--- src/design/cdk_pkg.sv ---
// types and constants shared by the color distance key mask block
// no dependencies
`timescale 1ns / 1ps

package cdk_pkg;

  localparam int CH_W     = 8;
  localparam int DIFF_W   = 9;
  localparam int SQ_W     = 16;
  localparam int D2_W     = 18;
  localparam int FRAC_W   = 16;
  localparam int RAD_W    = D2_W + FRAC_W;
  localparam int ROOT_W   = RAD_W / 2;
  localparam int RES_W    = RAD_W + 1;
  localparam int SQRT_STAGES = ROOT_W;
  localparam int TOL_W    = 13;
  localparam int SCALE_W  = 9;
  localparam int LIM_W    = 22;
  localparam int DIST_W   = ROOT_W + 4;
  localparam int NUM_W    = LIM_W + 8;
  localparam int Q_W      = 8;
  localparam int DIV_STAGES = Q_W;
  localparam int CFG_IDX_W  = 2;
  localparam int CFG_DATA_W = TOL_W;

  localparam logic [SCALE_W-1:0] KEY_SCALE = 9'd442;
  localparam logic [TOL_W-1:0]   TOL_RESET = 13'd4096;
  localparam logic [LIM_W-1:0]   LIM_RESET = LIM_W'(TOL_RESET) * LIM_W'(KEY_SCALE);
  localparam logic [Q_W-1:0]     MASK_FULL = 8'hFF;
  localparam logic [Q_W-1:0]     MASK_NONE = 8'h00;

  localparam logic [CFG_IDX_W-1:0] CFG_TARGET_RED   = 2'd0;
  localparam logic [CFG_IDX_W-1:0] CFG_TARGET_GREEN = 2'd1;
  localparam logic [CFG_IDX_W-1:0] CFG_TARGET_BLUE  = 2'd2;
  localparam logic [CFG_IDX_W-1:0] CFG_TOLERANCE    = 2'd3;

  // flags that travel alongside each pixel through the pipeline
  typedef struct packed {
    logic frame_end;
    logic exact;
    logic outside;
  } sb_t;

  typedef struct packed {
    logic [Q_W-1:0] mask_value;
    logic           frame_end;
  } res_t;

endpackage

--- src/design/cdk_pixel_if.sv ---
// pixel channel: valid/ready handshake with rgb payload and end-of-frame mark
// depends on cdk_pkg
`timescale 1ns / 1ps

interface cdk_pixel_if;
  logic                     valid;
  logic                     ready;
  logic [cdk_pkg::CH_W-1:0] pixel_red;
  logic [cdk_pkg::CH_W-1:0] pixel_green;
  logic [cdk_pkg::CH_W-1:0] pixel_blue;
  logic                     frame_end_in;

  modport source (output valid, output pixel_red, output pixel_green, output pixel_blue,
                  output frame_end_in, input ready);
  modport sink (input valid, input pixel_red, input pixel_green, input pixel_blue,
                input frame_end_in, output ready);
endinterface

--- src/design/cdk_mask_if.sv ---
// mask channel: valid/ready handshake with mask byte and end-of-frame mark
// depends on cdk_pkg
`timescale 1ns / 1ps

interface cdk_mask_if;
  logic                    valid;
  logic                    ready;
  logic [cdk_pkg::Q_W-1:0] mask_value;
  logic                    frame_end_out;

  modport source (output valid, output mask_value, output frame_end_out, input ready);
  modport sink (input valid, input mask_value, input frame_end_out, output ready);
endinterface

--- src/design/color_distance_key_mask.sv ---
// chroma-key mask from the rgb distance to a key color, one pixel per clock while not stalled
// throughput: one pixel per cycle unless stalled; the 17-stage square root and 8-stage divider set depth
// a two-entry output skid keeps in_px.ready registered; a stall halts the whole pipe
// reset: key color 0,0,0, tolerance 1.0, pipeline and output empty
// depends on cdk_pkg, cdk_pixel_if, cdk_mask_if, cdk_isqrt, cdk_frac_div
`timescale 1ns / 1ps

module color_distance_key_mask (
  input  logic                             clk,
  input  logic                             rst_n,
  input  logic                             cfg_we,
  input  logic [cdk_pkg::CFG_IDX_W-1:0]    cfg_idx,
  input  logic [cdk_pkg::CFG_DATA_W-1:0]   cfg_wdata,
  cdk_pixel_if.sink                        in_px,
  cdk_mask_if.source                       out_mk
);

  // configuration
  logic [cdk_pkg::CH_W-1:0]  tgt_red_r;
  logic [cdk_pkg::CH_W-1:0]  tgt_green_r;
  logic [cdk_pkg::CH_W-1:0]  tgt_blue_r;
  logic [cdk_pkg::LIM_W-1:0] lim_r;
  logic                      tol_zero_r;

  always_ff @(posedge clk) begin
    if (!rst_n) begin
      tgt_red_r   <= '0;
      tgt_green_r <= '0;
      tgt_blue_r  <= '0;
      lim_r       <= cdk_pkg::LIM_RESET;
      tol_zero_r  <= 1'b0;
    end else if (cfg_we) begin
      unique case (cfg_idx)
        cdk_pkg::CFG_TARGET_RED:   tgt_red_r   <= cfg_wdata[cdk_pkg::CH_W-1:0];
        cdk_pkg::CFG_TARGET_GREEN: tgt_green_r <= cfg_wdata[cdk_pkg::CH_W-1:0];
        cdk_pkg::CFG_TARGET_BLUE:  tgt_blue_r  <= cfg_wdata[cdk_pkg::CH_W-1:0];
        cdk_pkg::CFG_TOLERANCE: begin
          lim_r      <= cdk_pkg::LIM_W'(cfg_wdata) * cdk_pkg::LIM_W'(cdk_pkg::KEY_SCALE);
          tol_zero_r <= (cfg_wdata == '0);
        end
        default: ;
      endcase
    end
  end

  // global advance, held while the output skid is occupied
  logic en;
  logic sk_valid_r;

  assign en          = !sk_valid_r;
  assign in_px.ready = en;

  // stage 1: channel differences
  logic                            v1_r;
  logic signed [cdk_pkg::DIFF_W-1:0] dr_r, dg_r, db_r;
  logic                            fe1_r;

  // stage 2: squares
  logic                            v2_r;
  logic [cdk_pkg::SQ_W-1:0]        sqr_r, sqg_r, sqb_r;
  logic                            fe2_r;

  // stage 3: squared distance
  logic                            v3_r;
  logic [cdk_pkg::D2_W-1:0]        d2_r;
  cdk_pkg::sb_t                    sb3_r;

  always_ff @(posedge clk) begin
    if (!rst_n) begin
      v1_r <= 1'b0;
      v2_r <= 1'b0;
      v3_r <= 1'b0;
    end else if (en) begin
      v1_r <= in_px.valid;
      v2_r <= v1_r;
      v3_r <= v2_r;
    end
  end

  always_ff @(posedge clk) begin
    if (en) begin
      dr_r  <= $signed({1'b0, in_px.pixel_red})   - $signed({1'b0, tgt_red_r});
      dg_r  <= $signed({1'b0, in_px.pixel_green}) - $signed({1'b0, tgt_green_r});
      db_r  <= $signed({1'b0, in_px.pixel_blue})  - $signed({1'b0, tgt_blue_r});
      fe1_r <= in_px.frame_end_in;

      sqr_r <= cdk_pkg::SQ_W'(cdk_pkg::D2_W'(dr_r) * cdk_pkg::D2_W'(dr_r));
      sqg_r <= cdk_pkg::SQ_W'(cdk_pkg::D2_W'(dg_r) * cdk_pkg::D2_W'(dg_r));
      sqb_r <= cdk_pkg::SQ_W'(cdk_pkg::D2_W'(db_r) * cdk_pkg::D2_W'(db_r));
      fe2_r <= fe1_r;

      d2_r  <= cdk_pkg::D2_W'(sqr_r) + cdk_pkg::D2_W'(sqg_r) + cdk_pkg::D2_W'(sqb_r);
      sb3_r <= '{frame_end: fe2_r,
                 exact:     (sqr_r == '0) && (sqg_r == '0) && (sqb_r == '0),
                 outside:   1'b0};
    end
  end

  // distance in q8
  logic                          sq_valid;
  logic [cdk_pkg::ROOT_W-1:0]    sq_root;
  cdk_pkg::sb_t                  sq_sb;

  cdk_isqrt u_isqrt (
    .clk       (clk),
    .rst_n     (rst_n),
    .en        (en),
    .in_valid  (v3_r),
    .in_rad    ({d2_r, cdk_pkg::FRAC_W'(0)}),
    .in_sb     (sb3_r),
    .out_valid (sq_valid),
    .out_root  (sq_root),
    .out_sb    (sq_sb)
  );

  // stage 4: margin below the limit
  logic                        v4_r;
  logic [cdk_pkg::LIM_W-1:0]   margin_r;
  cdk_pkg::sb_t                sb4_r;
  logic [cdk_pkg::DIST_W-1:0]  dist_q12;
  logic                        outside;

  assign dist_q12 = {sq_root, 4'b0000};
  assign outside  = (cdk_pkg::LIM_W'(dist_q12) >= lim_r);

  // stage 5: margin times 255
  logic                        v5_r;
  logic [cdk_pkg::NUM_W-1:0]   num_r;
  cdk_pkg::sb_t                sb5_r;

  always_ff @(posedge clk) begin
    if (!rst_n) begin
      v4_r <= 1'b0;
      v5_r <= 1'b0;
    end else if (en) begin
      v4_r <= sq_valid;
      v5_r <= v4_r;
    end
  end

  always_ff @(posedge clk) begin
    if (en) begin
      margin_r <= outside ? '0 : (lim_r - cdk_pkg::LIM_W'(dist_q12));
      sb4_r    <= '{frame_end: sq_sb.frame_end, exact: sq_sb.exact, outside: outside};

      num_r <= (cdk_pkg::NUM_W'(margin_r) << 8) - cdk_pkg::NUM_W'(margin_r);
      sb5_r <= sb4_r;
    end
  end

  logic                      dv_valid;
  logic [cdk_pkg::Q_W-1:0]   dv_quo;
  cdk_pkg::sb_t              dv_sb;

  cdk_frac_div u_frac_div (
    .clk       (clk),
    .rst_n     (rst_n),
    .en        (en),
    .in_valid  (v5_r),
    .in_num    (num_r),
    .den       (lim_r),
    .in_sb     (sb5_r),
    .out_valid (dv_valid),
    .out_quo   (dv_quo),
    .out_sb    (dv_sb)
  );

  // final select
  cdk_pkg::res_t res;

  always_comb begin
    res.frame_end = dv_sb.frame_end;
    if (tol_zero_r) begin
      res.mask_value = dv_sb.exact ? cdk_pkg::MASK_FULL : cdk_pkg::MASK_NONE;
    end else if (dv_sb.outside) begin
      res.mask_value = cdk_pkg::MASK_NONE;
    end else begin
      res.mask_value = dv_quo;
    end
  end

  // output register with skid entry
  logic          out_valid_r;
  cdk_pkg::res_t out_r;
  cdk_pkg::res_t sk_r;
  logic          push;
  logic          pop;

  assign push = en && dv_valid;
  assign pop  = out_valid_r && out_mk.ready;

  always_ff @(posedge clk) begin
    if (!rst_n) begin
      out_valid_r <= 1'b0;
      sk_valid_r  <= 1'b0;
    end else if (!out_valid_r || pop) begin
      if (sk_valid_r) begin
        out_valid_r <= 1'b1;
        sk_valid_r  <= 1'b0;
      end else begin
        out_valid_r <= push;
      end
    end else if (push) begin
      sk_valid_r <= 1'b1;
    end
  end

  always_ff @(posedge clk) begin
    if (!out_valid_r || pop) begin
      out_r <= sk_valid_r ? sk_r : res;
    end
    if (push && out_valid_r && !pop) begin
      sk_r <= res;
    end
  end

  assign out_mk.valid         = out_valid_r;
  assign out_mk.mask_value    = out_r.mask_value;
  assign out_mk.frame_end_out = out_r.frame_end;

endmodule

--- src/design/cdk_isqrt.sv ---
// pipelined integer square root, one result bit per stage
// depends on cdk_pkg
`timescale 1ns / 1ps

module cdk_isqrt (
  input  logic                         clk,
  input  logic                         rst_n,
  input  logic                         en,
  input  logic                         in_valid,
  input  logic [cdk_pkg::RAD_W-1:0]    in_rad,
  input  cdk_pkg::sb_t                 in_sb,
  output logic                         out_valid,
  output logic [cdk_pkg::ROOT_W-1:0]   out_root,
  output cdk_pkg::sb_t                 out_sb
);

  localparam int N = cdk_pkg::SQRT_STAGES;

  logic                        vld_r [N];
  logic [cdk_pkg::RAD_W-1:0]   rem_r [N];
  logic [cdk_pkg::RES_W-1:0]   res_r [N];
  cdk_pkg::sb_t                sb_r  [N];

  logic                        vld_in [N];
  logic [cdk_pkg::RAD_W-1:0]   rem_in [N];
  logic [cdk_pkg::RES_W-1:0]   res_in [N];
  cdk_pkg::sb_t                sb_in  [N];

  for (genvar k = 0; k < N; k++) begin : g_stage
    localparam logic [cdk_pkg::RES_W-1:0] BIT_K =
      cdk_pkg::RES_W'(1) << (cdk_pkg::RAD_W - 2 - 2 * k);

    logic [cdk_pkg::RES_W-1:0] trial;
    logic [cdk_pkg::RAD_W-1:0] rem_nxt;
    logic [cdk_pkg::RES_W-1:0] res_nxt;

    if (k == 0) begin : g_first
      assign vld_in[k] = in_valid;
      assign rem_in[k] = in_rad;
      assign res_in[k] = '0;
      assign sb_in[k]  = in_sb;
    end else begin : g_next
      assign vld_in[k] = vld_r[k-1];
      assign rem_in[k] = rem_r[k-1];
      assign res_in[k] = res_r[k-1];
      assign sb_in[k]  = sb_r[k-1];
    end

    always_comb begin
      trial = res_in[k] + BIT_K;
      if ({1'b0, rem_in[k]} >= trial) begin
        rem_nxt = rem_in[k] - cdk_pkg::RAD_W'(trial);
        res_nxt = (res_in[k] >> 1) + BIT_K;
      end else begin
        rem_nxt = rem_in[k];
        res_nxt = res_in[k] >> 1;
      end
    end

    always_ff @(posedge clk) begin
      if (!rst_n) begin
        vld_r[k] <= 1'b0;
      end else if (en) begin
        vld_r[k] <= vld_in[k];
      end
    end

    always_ff @(posedge clk) begin
      if (en) begin
        rem_r[k] <= rem_nxt;
        res_r[k] <= res_nxt;
        sb_r[k]  <= sb_in[k];
      end
    end
  end

  assign out_valid = vld_r[N-1];
  assign out_root  = res_r[N-1][cdk_pkg::ROOT_W-1:0];
  assign out_sb    = sb_r[N-1];

endmodule

--- src/design/cdk_frac_div.sv ---
// pipelined restoring divider for an 8-bit quotient, one quotient bit per stage
// depends on cdk_pkg; the user must keep the divisor static while items are in flight, the block does not enforce it
`timescale 1ns / 1ps

module cdk_frac_div (
  input  logic                        clk,
  input  logic                        rst_n,
  input  logic                        en,
  input  logic                        in_valid,
  input  logic [cdk_pkg::NUM_W-1:0]   in_num,
  input  logic [cdk_pkg::LIM_W-1:0]   den,
  input  cdk_pkg::sb_t                in_sb,
  output logic                        out_valid,
  output logic [cdk_pkg::Q_W-1:0]     out_quo,
  output cdk_pkg::sb_t                out_sb
);

  localparam int N = cdk_pkg::DIV_STAGES;

  logic                        vld_r [N];
  logic [cdk_pkg::NUM_W-1:0]   rem_r [N];
  logic [cdk_pkg::Q_W-1:0]     quo_r [N];
  cdk_pkg::sb_t                sb_r  [N];

  logic                        vld_in [N];
  logic [cdk_pkg::NUM_W-1:0]   rem_in [N];
  logic [cdk_pkg::Q_W-1:0]     quo_in [N];
  cdk_pkg::sb_t                sb_in  [N];

  for (genvar k = 0; k < N; k++) begin : g_stage
    localparam int SH = N - 1 - k;

    logic [cdk_pkg::NUM_W-1:0] shifted;
    logic [cdk_pkg::NUM_W-1:0] rem_nxt;
    logic [cdk_pkg::Q_W-1:0]   quo_nxt;

    if (k == 0) begin : g_first
      assign vld_in[k] = in_valid;
      assign rem_in[k] = in_num;
      assign quo_in[k] = '0;
      assign sb_in[k]  = in_sb;
    end else begin : g_next
      assign vld_in[k] = vld_r[k-1];
      assign rem_in[k] = rem_r[k-1];
      assign quo_in[k] = quo_r[k-1];
      assign sb_in[k]  = sb_r[k-1];
    end

    always_comb begin
      shifted = cdk_pkg::NUM_W'(den) << SH;
      rem_nxt = rem_in[k];
      quo_nxt = quo_in[k];
      if (rem_in[k] >= shifted) begin
        rem_nxt     = rem_in[k] - shifted;
        quo_nxt[SH] = 1'b1;
      end
    end

    always_ff @(posedge clk) begin
      if (!rst_n) begin
        vld_r[k] <= 1'b0;
      end else if (en) begin
        vld_r[k] <= vld_in[k];
      end
    end

    always_ff @(posedge clk) begin
      if (en) begin
        rem_r[k] <= rem_nxt;
        quo_r[k] <= quo_nxt;
        sb_r[k]  <= sb_in[k];
      end
    end
  end

  assign out_valid = vld_r[N-1];
  assign out_quo   = quo_r[N-1];
  assign out_sb    = sb_r[N-1];

endmodule

--- src/flat_wrapper.sv ---
// flat-port wrapper written by rule: the top's interface ports become plain ports
module color_distance_key_mask_flat 
  (clk, rst_n, cfg_we, cfg_idx, cfg_wdata, in_px_valid, in_px_pixel_red, in_px_pixel_green, in_px_pixel_blue, in_px_frame_end_in, in_px_ready, out_mk_valid, out_mk_mask_value, out_mk_frame_end_out, out_mk_ready);
  cdk_pixel_if in_px_i ();
  cdk_mask_if out_mk_i ();
  input  logic clk;
  input  logic rst_n;
  input  logic cfg_we;
  input  logic [cdk_pkg::CFG_IDX_W-1:0] cfg_idx;
  input  logic [cdk_pkg::CFG_DATA_W-1:0] cfg_wdata;
  input wire logic [$bits(in_px_i.valid)-1:0] in_px_valid;
  input wire logic [$bits(in_px_i.pixel_red)-1:0] in_px_pixel_red;
  input wire logic [$bits(in_px_i.pixel_green)-1:0] in_px_pixel_green;
  input wire logic [$bits(in_px_i.pixel_blue)-1:0] in_px_pixel_blue;
  input wire logic [$bits(in_px_i.frame_end_in)-1:0] in_px_frame_end_in;
  output wire logic [$bits(in_px_i.ready)-1:0] in_px_ready;
  output wire logic [$bits(out_mk_i.valid)-1:0] out_mk_valid;
  output wire logic [$bits(out_mk_i.mask_value)-1:0] out_mk_mask_value;
  output wire logic [$bits(out_mk_i.frame_end_out)-1:0] out_mk_frame_end_out;
  input wire logic [$bits(out_mk_i.ready)-1:0] out_mk_ready;
  assign in_px_i.valid = in_px_valid;
  assign in_px_i.pixel_red = in_px_pixel_red;
  assign in_px_i.pixel_green = in_px_pixel_green;
  assign in_px_i.pixel_blue = in_px_pixel_blue;
  assign in_px_i.frame_end_in = in_px_frame_end_in;
  assign in_px_ready = in_px_i.ready;
  assign out_mk_valid = out_mk_i.valid;
  assign out_mk_mask_value = out_mk_i.mask_value;
  assign out_mk_frame_end_out = out_mk_i.frame_end_out;
  assign out_mk_i.ready = out_mk_ready;
  color_distance_key_mask u_core (.clk(clk), .rst_n(rst_n), .cfg_we(cfg_we), .cfg_idx(cfg_idx), .cfg_wdata(cfg_wdata), .in_px(in_px_i), .out_mk(out_mk_i));
endmodule
--- config.mk ---
export PLATFORM = sky130hd
export DESIGN_NAME = color_distance_key_mask_flat
export DESIGN_NICKNAME = d
export VERILOG_FILES = /design/src/design/cdk_pkg.sv /design/src/design/cdk_pixel_if.sv /design/src/design/cdk_mask_if.sv /design/src/design/color_distance_key_mask.sv /design/src/design/cdk_isqrt.sv /design/src/design/cdk_frac_div.sv /design/src/flat_wrapper.sv
export SDC_FILE = /design/constraint.sdc
export NUM_CORES = 2
export LEC_CHECK = 0
export ABC_AREA = 1
export BUFFER_PORTS_ARGS = -buffer_cell sky130_fd_sc_hd__clkbuf_2
export CAP_MARGIN = 10
export CORE_MARGIN = 2
export CORE_UTILIZATION = 30
export CTS_CLUSTER_DIAMETER = 120
export DETAILED_ROUTE_END_ITERATION = 6
export REMOVE_ABC_BUFFERS = 1
export SLEW_MARGIN = 15
export SYNTH_ARGS = -nofsm -noshare
export SYNTH_HDL_FRONTEND = slang
export SYNTH_SLANG_ARGS = --single-unit
--- constraint.sdc ---
create_clock -name clk -period 30.5 [get_ports clk]
set_clock_uncertainty 0.15 [all_clocks]
set_input_delay 1.525 -clock clk [delete_from_list [all_inputs] [get_ports clk]]
set_output_delay 1.525 -clock clk [all_outputs]
set_load 0.05 [all_outputs]
Word-level counts from Yosys, hierarchy flattened. Memory sizes are Yosys's and may differ from the RTL's. A register that Yosys moved wholly into a read port is not among the register bits. Cells that the tools add are included.

Logic and storage cells: 270. Bits in writable memories: 1577. Memories kept: 8. Flip-flop bits (word level): 223. Input bits: 45. Output and inout port bits: 11.

Magnitude comparators: 26. Add/subtract/negate cells: 64. Muxes and demuxes: 84. Bitwise gates (word level): 26. Equality and inequality tests: 3. Reduce and logical (&&, ||, !) cells: 23. Multiply operators: 4.

Memories: u_core.u_isqrt.res_r (words 17, bits a word 35, rd ports 17, clocked after memory_dff 0, write ports 17, RTL line cdk_isqrt.sv:21) `logic [cdk_pkg::RES_W-1:0] res_r [N];`; u_core.u_isqrt.rem_r (words 17, bits a word 34, rd ports 16, clocked after memory_dff 0, write ports 17, RTL line cdk_isqrt.sv:20) `logic [cdk_pkg::RAD_W-1:0] rem_r [N];`; u_core.u_frac_div.rem_r (words 8, bits a word 30, rd ports 7, clocked after memory_dff 0, write ports 8, RTL line cdk_frac_div.sv:21) `logic [cdk_pkg::NUM_W-1:0] rem_r [N];`; u_core.u_frac_div.quo_r (words 8, bits a word 8, rd ports 8, clocked after memory_dff 0, write ports 8, RTL line cdk_frac_div.sv:22) `logic [cdk_pkg::Q_W-1:0] quo_r [N];`; u_core.u_isqrt.sb_r (words 17, bits a word 3, rd ports 17, clocked after memory_dff 1, write ports 17, RTL line cdk_isqrt.sv:22) `cdk_pkg::sb_t sb_r [N];`; u_core.u_frac_div.sb_r (words 8, bits a word 3, rd ports 8, clocked after memory_dff 0, write ports 8, RTL line cdk_frac_div.sv:23) `cdk_pkg::sb_t sb_r [N];`; 2 more memories.

Operators with widths (count): $mux W34 (17); $ge A34 B35 Y1 (16); $mux W35 (16); $sub A34 B34 Y34 (16); $mux W30 (8); $sub A30 B22 Y30 (2); $logic_not A16 Y1 (3); $mul A9 B9 Y16 (3); $mux W1 (38); $add A34 B1 Y35 const B (1); $add A34 B11 Y35 const B (1); $add A34 B13 Y35 const B (1); $add A34 B15 Y35 const B (1); $add A34 B17 Y35 const B (1); $add A34 B19 Y35 const B (1); $add A34 B21 Y35 const B (1); $add A34 B23 Y35 const B (1); $add A34 B25 Y35 const B (1); $add A34 B27 Y35 const B (1); $add A34 B29 Y35 const B (1); $add A34 B3 Y35 const B (1); $add A34 B31 Y35 const B (1); $add A34 B5 Y35 const B (1); $add A34 B7 Y35 const B (1); 54 further kinds (96).

Logic depth before layout (Yosys ltp).
Word-level depth: 4. Gate-level depth with buffers: 22. Mapped depth without buffers: 22.

Hierarchy. Synthesis repeated with hierarchy kept, for this count alone.

Cells, all modules: 10475. Area, all modules: 86249.0 um^2.

By module, submodules not included: cdk_isqrt (times used 1, seq. area each 22962.0 um^2, area each 40244.8 um^2, cells each 4318); cdk_frac_div (times used 1, seq. area each 8338.0 um^2, area each 24051.8 um^2, cells each 3583); color_distance_key_mask (times used 1, seq. area each 6105.9 um^2, area each 21952.3 um^2, cells each 2574).

Least setup slack after synthesis. Ideal clock, no wire load.

Path type: register -> register. Start point: reg u_core.sk_valid_r. End point: reg u_core.d2_r[0] in the netlist's numbering (enable). Setup time: 1685 ps. Stages on the path, launching flop included: 3. Required time: 28665 ps. Data arrival time: 26100 ps. Period minus slack after synthesis: 27935 ps. Slack: 2565 ps. Path buffers: 1. Cells stage by stage: dfxtp_1 inv_1 buf_1.

RTL lines: from (decl) (RTL line color_distance_key_mask.sv:48) `logic sk_valid_r;`; from (signal assigned) (RTL line color_distance_key_mask.sv:195) `sk_valid_r <= 1'b0;`; from (signal assigned) (RTL line color_distance_key_mask.sv:199) `sk_valid_r <= 1'b0;`; from (signal assigned) (RTL line color_distance_key_mask.sv:204) `sk_valid_r <= 1'b1;`; to (signal assigned) (RTL line color_distance_key_mask.sv:92) `d2_r <= cdk_pkg::D2_W'(sqr_r) + cdk_pkg::D2_W'(sqg_r) + cdk_pkg::D2_W'(sqb_r);`; to (decl) (RTL line color_distance_key_mask.sv:65) `logic [cdk_pkg::D2_W-1:0] d2_r;`.

No word-level cell between the ends.

Worst setup path in the final report.
Start point: reg u_core.dr_r[8] in the netlist's numbering. End point: reg u_core.sqr_r[15] in the netlist's numbering, data pin.

Cells in the longest elaborated chain, start to end: 1.

Ends and longest elaborated chain: from (decl) (RTL line color_distance_key_mask.sv:55) `logic signed [cdk_pkg::DIFF_W-1:0] dr_r, dg_r, db_r;`; from (signal assigned) (RTL line color_distance_key_mask.sv:82) `dr_r <= $signed({1'b0, in_px.pixel_red}) - $signed({1'b0, tgt_red_r});`; $mul A9 B9 Y16 (RTL line color_distance_key_mask.sv:87) `sqr_r <= cdk_pkg::SQ_W'(cdk_pkg::D2_W'(dr_r) * cdk_pkg::D2_W'(dr_r));`; to (signal assigned) (RTL line color_distance_key_mask.sv:87); to (decl) (RTL line color_distance_key_mask.sv:60) `logic [cdk_pkg::SQ_W-1:0] sqr_r, sqg_r, sqb_r;`.

Every way passes these cells. A chain may end at the register's enable or synchronous reset.

==> metrics <==
later-pin clock latency in the skew report=790 ps; Filler cells=between 20,000 and 30,000; Max Clock Freq=188 MHz; CP Class=reg2reg; setup tns final=0 ps; worst hold-check path type=reg2reg; antenna violations before repair=4; P&R area growth vs syn=11.6%; total grt overflow=0; Clock Tree Buf Depth=3; Worst Path Max Fanout=15; share of layout cells above drive strength 1=under 10%; first-pass GRT wire length=318,000 µm; worst slack at placement=24,800 ps; Yosys top cell area share=approximately two fifths; status=finished clean; drt pass-1 iters=7; Synth async-reset ratio=0%; vias per std cell=approximately 4.6; RSZ-0062 raised after global routing=no; setup ws final=25,180 ps; RR Startpoint=u_core.dr_r[8]$_DFFE_PN_; Worst Tran Pin Value=1030 ps; CTS Root Cell=clkbuf_16; I/O pin count=56; sequential-to-total area share from yosys stat=40.0%; final WL=202,000 µm; Final Setup Violations=0; Slew Limit Fails=0; crit path launch type=flop; HPWL after DPL=between 150,000 and 200,000 µm; pin count of the biggest net entering global routing=163; antenna violation net count after detailed routing=0; Die Span Y=just over 500 µm; fin crit share=17.4%; Ys Warns=0; prevailing post-synth register cell=edfxtp_1; Fin. Hold Viols=0; area of the die=258,000 µm²; # Max-Cap Violations=0; CTS tree=done; post_cts resized=0; clk slew on worst S/H paths=60 ps; post-synth cell types=57; worst setup path startpoint=u_core.dr_r[8]$_DFFE_PN_; H-tree levels=4; total clock sinks=1,033; CP Data Required Time=30,890 ps; cells after synthesis=9,589; core area=252,000 µm²; largest area contributor in the netlist=edfxtp_1; DRC Markers=0; routed wire length per instance=around 15 µm; initial detailed-routing violation count=4,543; NumNets Final=10,500; gr usage total=15.4%; cts bufs inserted=between 100 and 150; number of synthesized register bits=1,033; crit path DAT=roughly 5700 ps; number of global-route vias before repair=a little under 60,000; fin crit period=5320 ps; hold path startpoint=u_core.u_frac_div.sb_r[1][8]$_DFFE_PN_; vias=60,900; syn avg cell area=7.94 µm²; CP endpoint kind=flop; RD Place Congestion=0.922; Die X=approximately 510 µm; slew margin rel.=31.5%; Post-Syn Area=76,100 µm²; dominant cells by area after synthesis=edfxtp_1 (39%), nand2_1 (14%), ha_1 (9.5%); # rows=184; EDFF count, synth=978; CTS Hold Bufs=0; Initial Utilization=30.2%; Setup Buffers After CTS=0; Port Buffer Count=55
[cells by family after synthesis]
group,count (synthesis),synth area share (%)
and+or+nand+nor,4668,25.6
AOI/OAI and AO/OA,827,5.80
adders and majority gates,787,15.0
xor gates and xnor gates,337,3.88
DFF,1033,40.0
buffers and inverters,1937,9.74
[sequential cells by signal, summed over array words and instances, names as in the netlist, 18 cells and up]
signal / count
u_core.d2_r: 18
u_core.num_r: 29
u_core.lim_r: 21
u_core.u_isqrt.sb_r: 34
u_core.u_frac_div.quo_r: 36
u_core.u_isqrt.rem_r: 337
u_core.u_isqrt.res_r: 153
u_core.u_frac_div.rem_r: 203
u_core.u_frac_div.sb_r: 24
u_core.margin_r: 21
[area by class of cell]
class | instances | area (µm²) | area share [%]
flip-flops and latches | 1033 | 30500 | 35.9
clock buffers | 152 | 3430 | 4.04
inverters | 1829 | 6870 | 8.09
well taps | 3348 | 4190 | 4.93
multi-input cells | 6619 | 38200 | 45.0
clock inverters | 83 | 1120 | 1.31
repair buffers | 97 | 616 | 0.725
diodes | 2 | 5.00 | 0.00589
[routing by layer]
metal  vias up  global-route usage, %  share of wire [%]
met2      1280                   25.7                 47
met1     28200                   20.9                 46
met5         -                      0                  0
met3       270                   2.10                4.7
met4         0                   4.20                2.5
li1      31100                      -                  -
[Yosys cell counts, types with 5 or more instances]
master / instances
xor2_1: 223
buf_4: 6
inv_1: 1824
o211ai_1: 15
a31oi_1: 9
edfxtp_1: 978
o21a_1: 8
a21boi_0: 7
clkbuf_1: 55
o21bai_1: 30
and2_1: 13
nor2_1: 713
or2_2: 23
nand3b_1: 63
inv_2: 5
nand3_2: 10
nand2_1: 2930
and3_1: 7
xnor2_1: 114
buf_2: 39
nor3_1: 96
a21o_1: 15
a21oi_1: 424
dfxtp_1: 55
nor4_1: 30
nand4_1: 222
fa_1: 208
o21ai_0: 295
nor2_2: 13
nand3_1: 530
ha_1: 579
[critical path, cell delays in order (launching register included)]
cell,delay (ps)
edfxtp_1,660
nand2_1,240
inv_1,80
fa_1,620
inv_1,160
fa_1,560
inv_1,70
fa_1,520
inv_1,50
fa_1,540
inv_1,40
ha_1,290
ha_1,330
inv_1,60
nor3_1,260
nand3_1,120
nand3_1,140
inv_1,50
nand2_1,60
nand2_1,40
[worst paths after layout]
kind | end | cells past startpoint | slack [ps]
worst max-delay path | u_core.sqr_r[15]$_DFFE_PN_ | 19 | 25180
worst max register to register | u_core.sqr_r[15]$_DFFE_PN_ | 19 | 25180
worst min register to register | u_core.u_frac_div.sb_r[1][11]$_DFFE_PN_ | 0 | 260
worst min-delay path | u_core.u_frac_div.sb_r[1][11]$_DFFE_PN_ | 0 | 260
[stage by stage]
| step | instances | hold WS, ps | utilization, % | cell area [µm²] |
|---|---|---|---|---|
| after floorplan | 9481 | 250 | - | 75600 |
| after global placement | 12900 | 250 | 31.9 | 80400 |
| after detailed placement | 12900 | 255 | 31.9 | 80400 |
| after CTS | 13200 | 245 | 33.7 | 84900 |
| after global routing | 13200 | 270 | 33.7 | 84900 |
| final | 13200 | 264 | 33.7 | 84900 |
[cell usage in the layout, fill, tap and decap left out, drive strengths merged, types with 3 or more instances in the layout]
cell type and count:
nor2 727, o31ai 4, and2 15, o22ai 4
ha 579, edfxtp 978, o21ai 298, bufinv 21
nor4 30, or2 24, o21bai 30, a31oi 9
fa 208, nand3b 63, nand3 540, clkinvlp 12
o211ai 15, nand2 2934, clkbuf 207, buf 42
and3 7, nor3b 3, xnor2 114, clkinv 37
a21oi 428, a21o 15, nor3 98, a21boi 8
nand4 225, inv 1842, xor2 223, a211oi 3
o21a 8, dfxtp 55
Power is left out: the tool's default activity adds up to more than one toggle a clock period on the data nets, which glitch-free logic cannot reach.
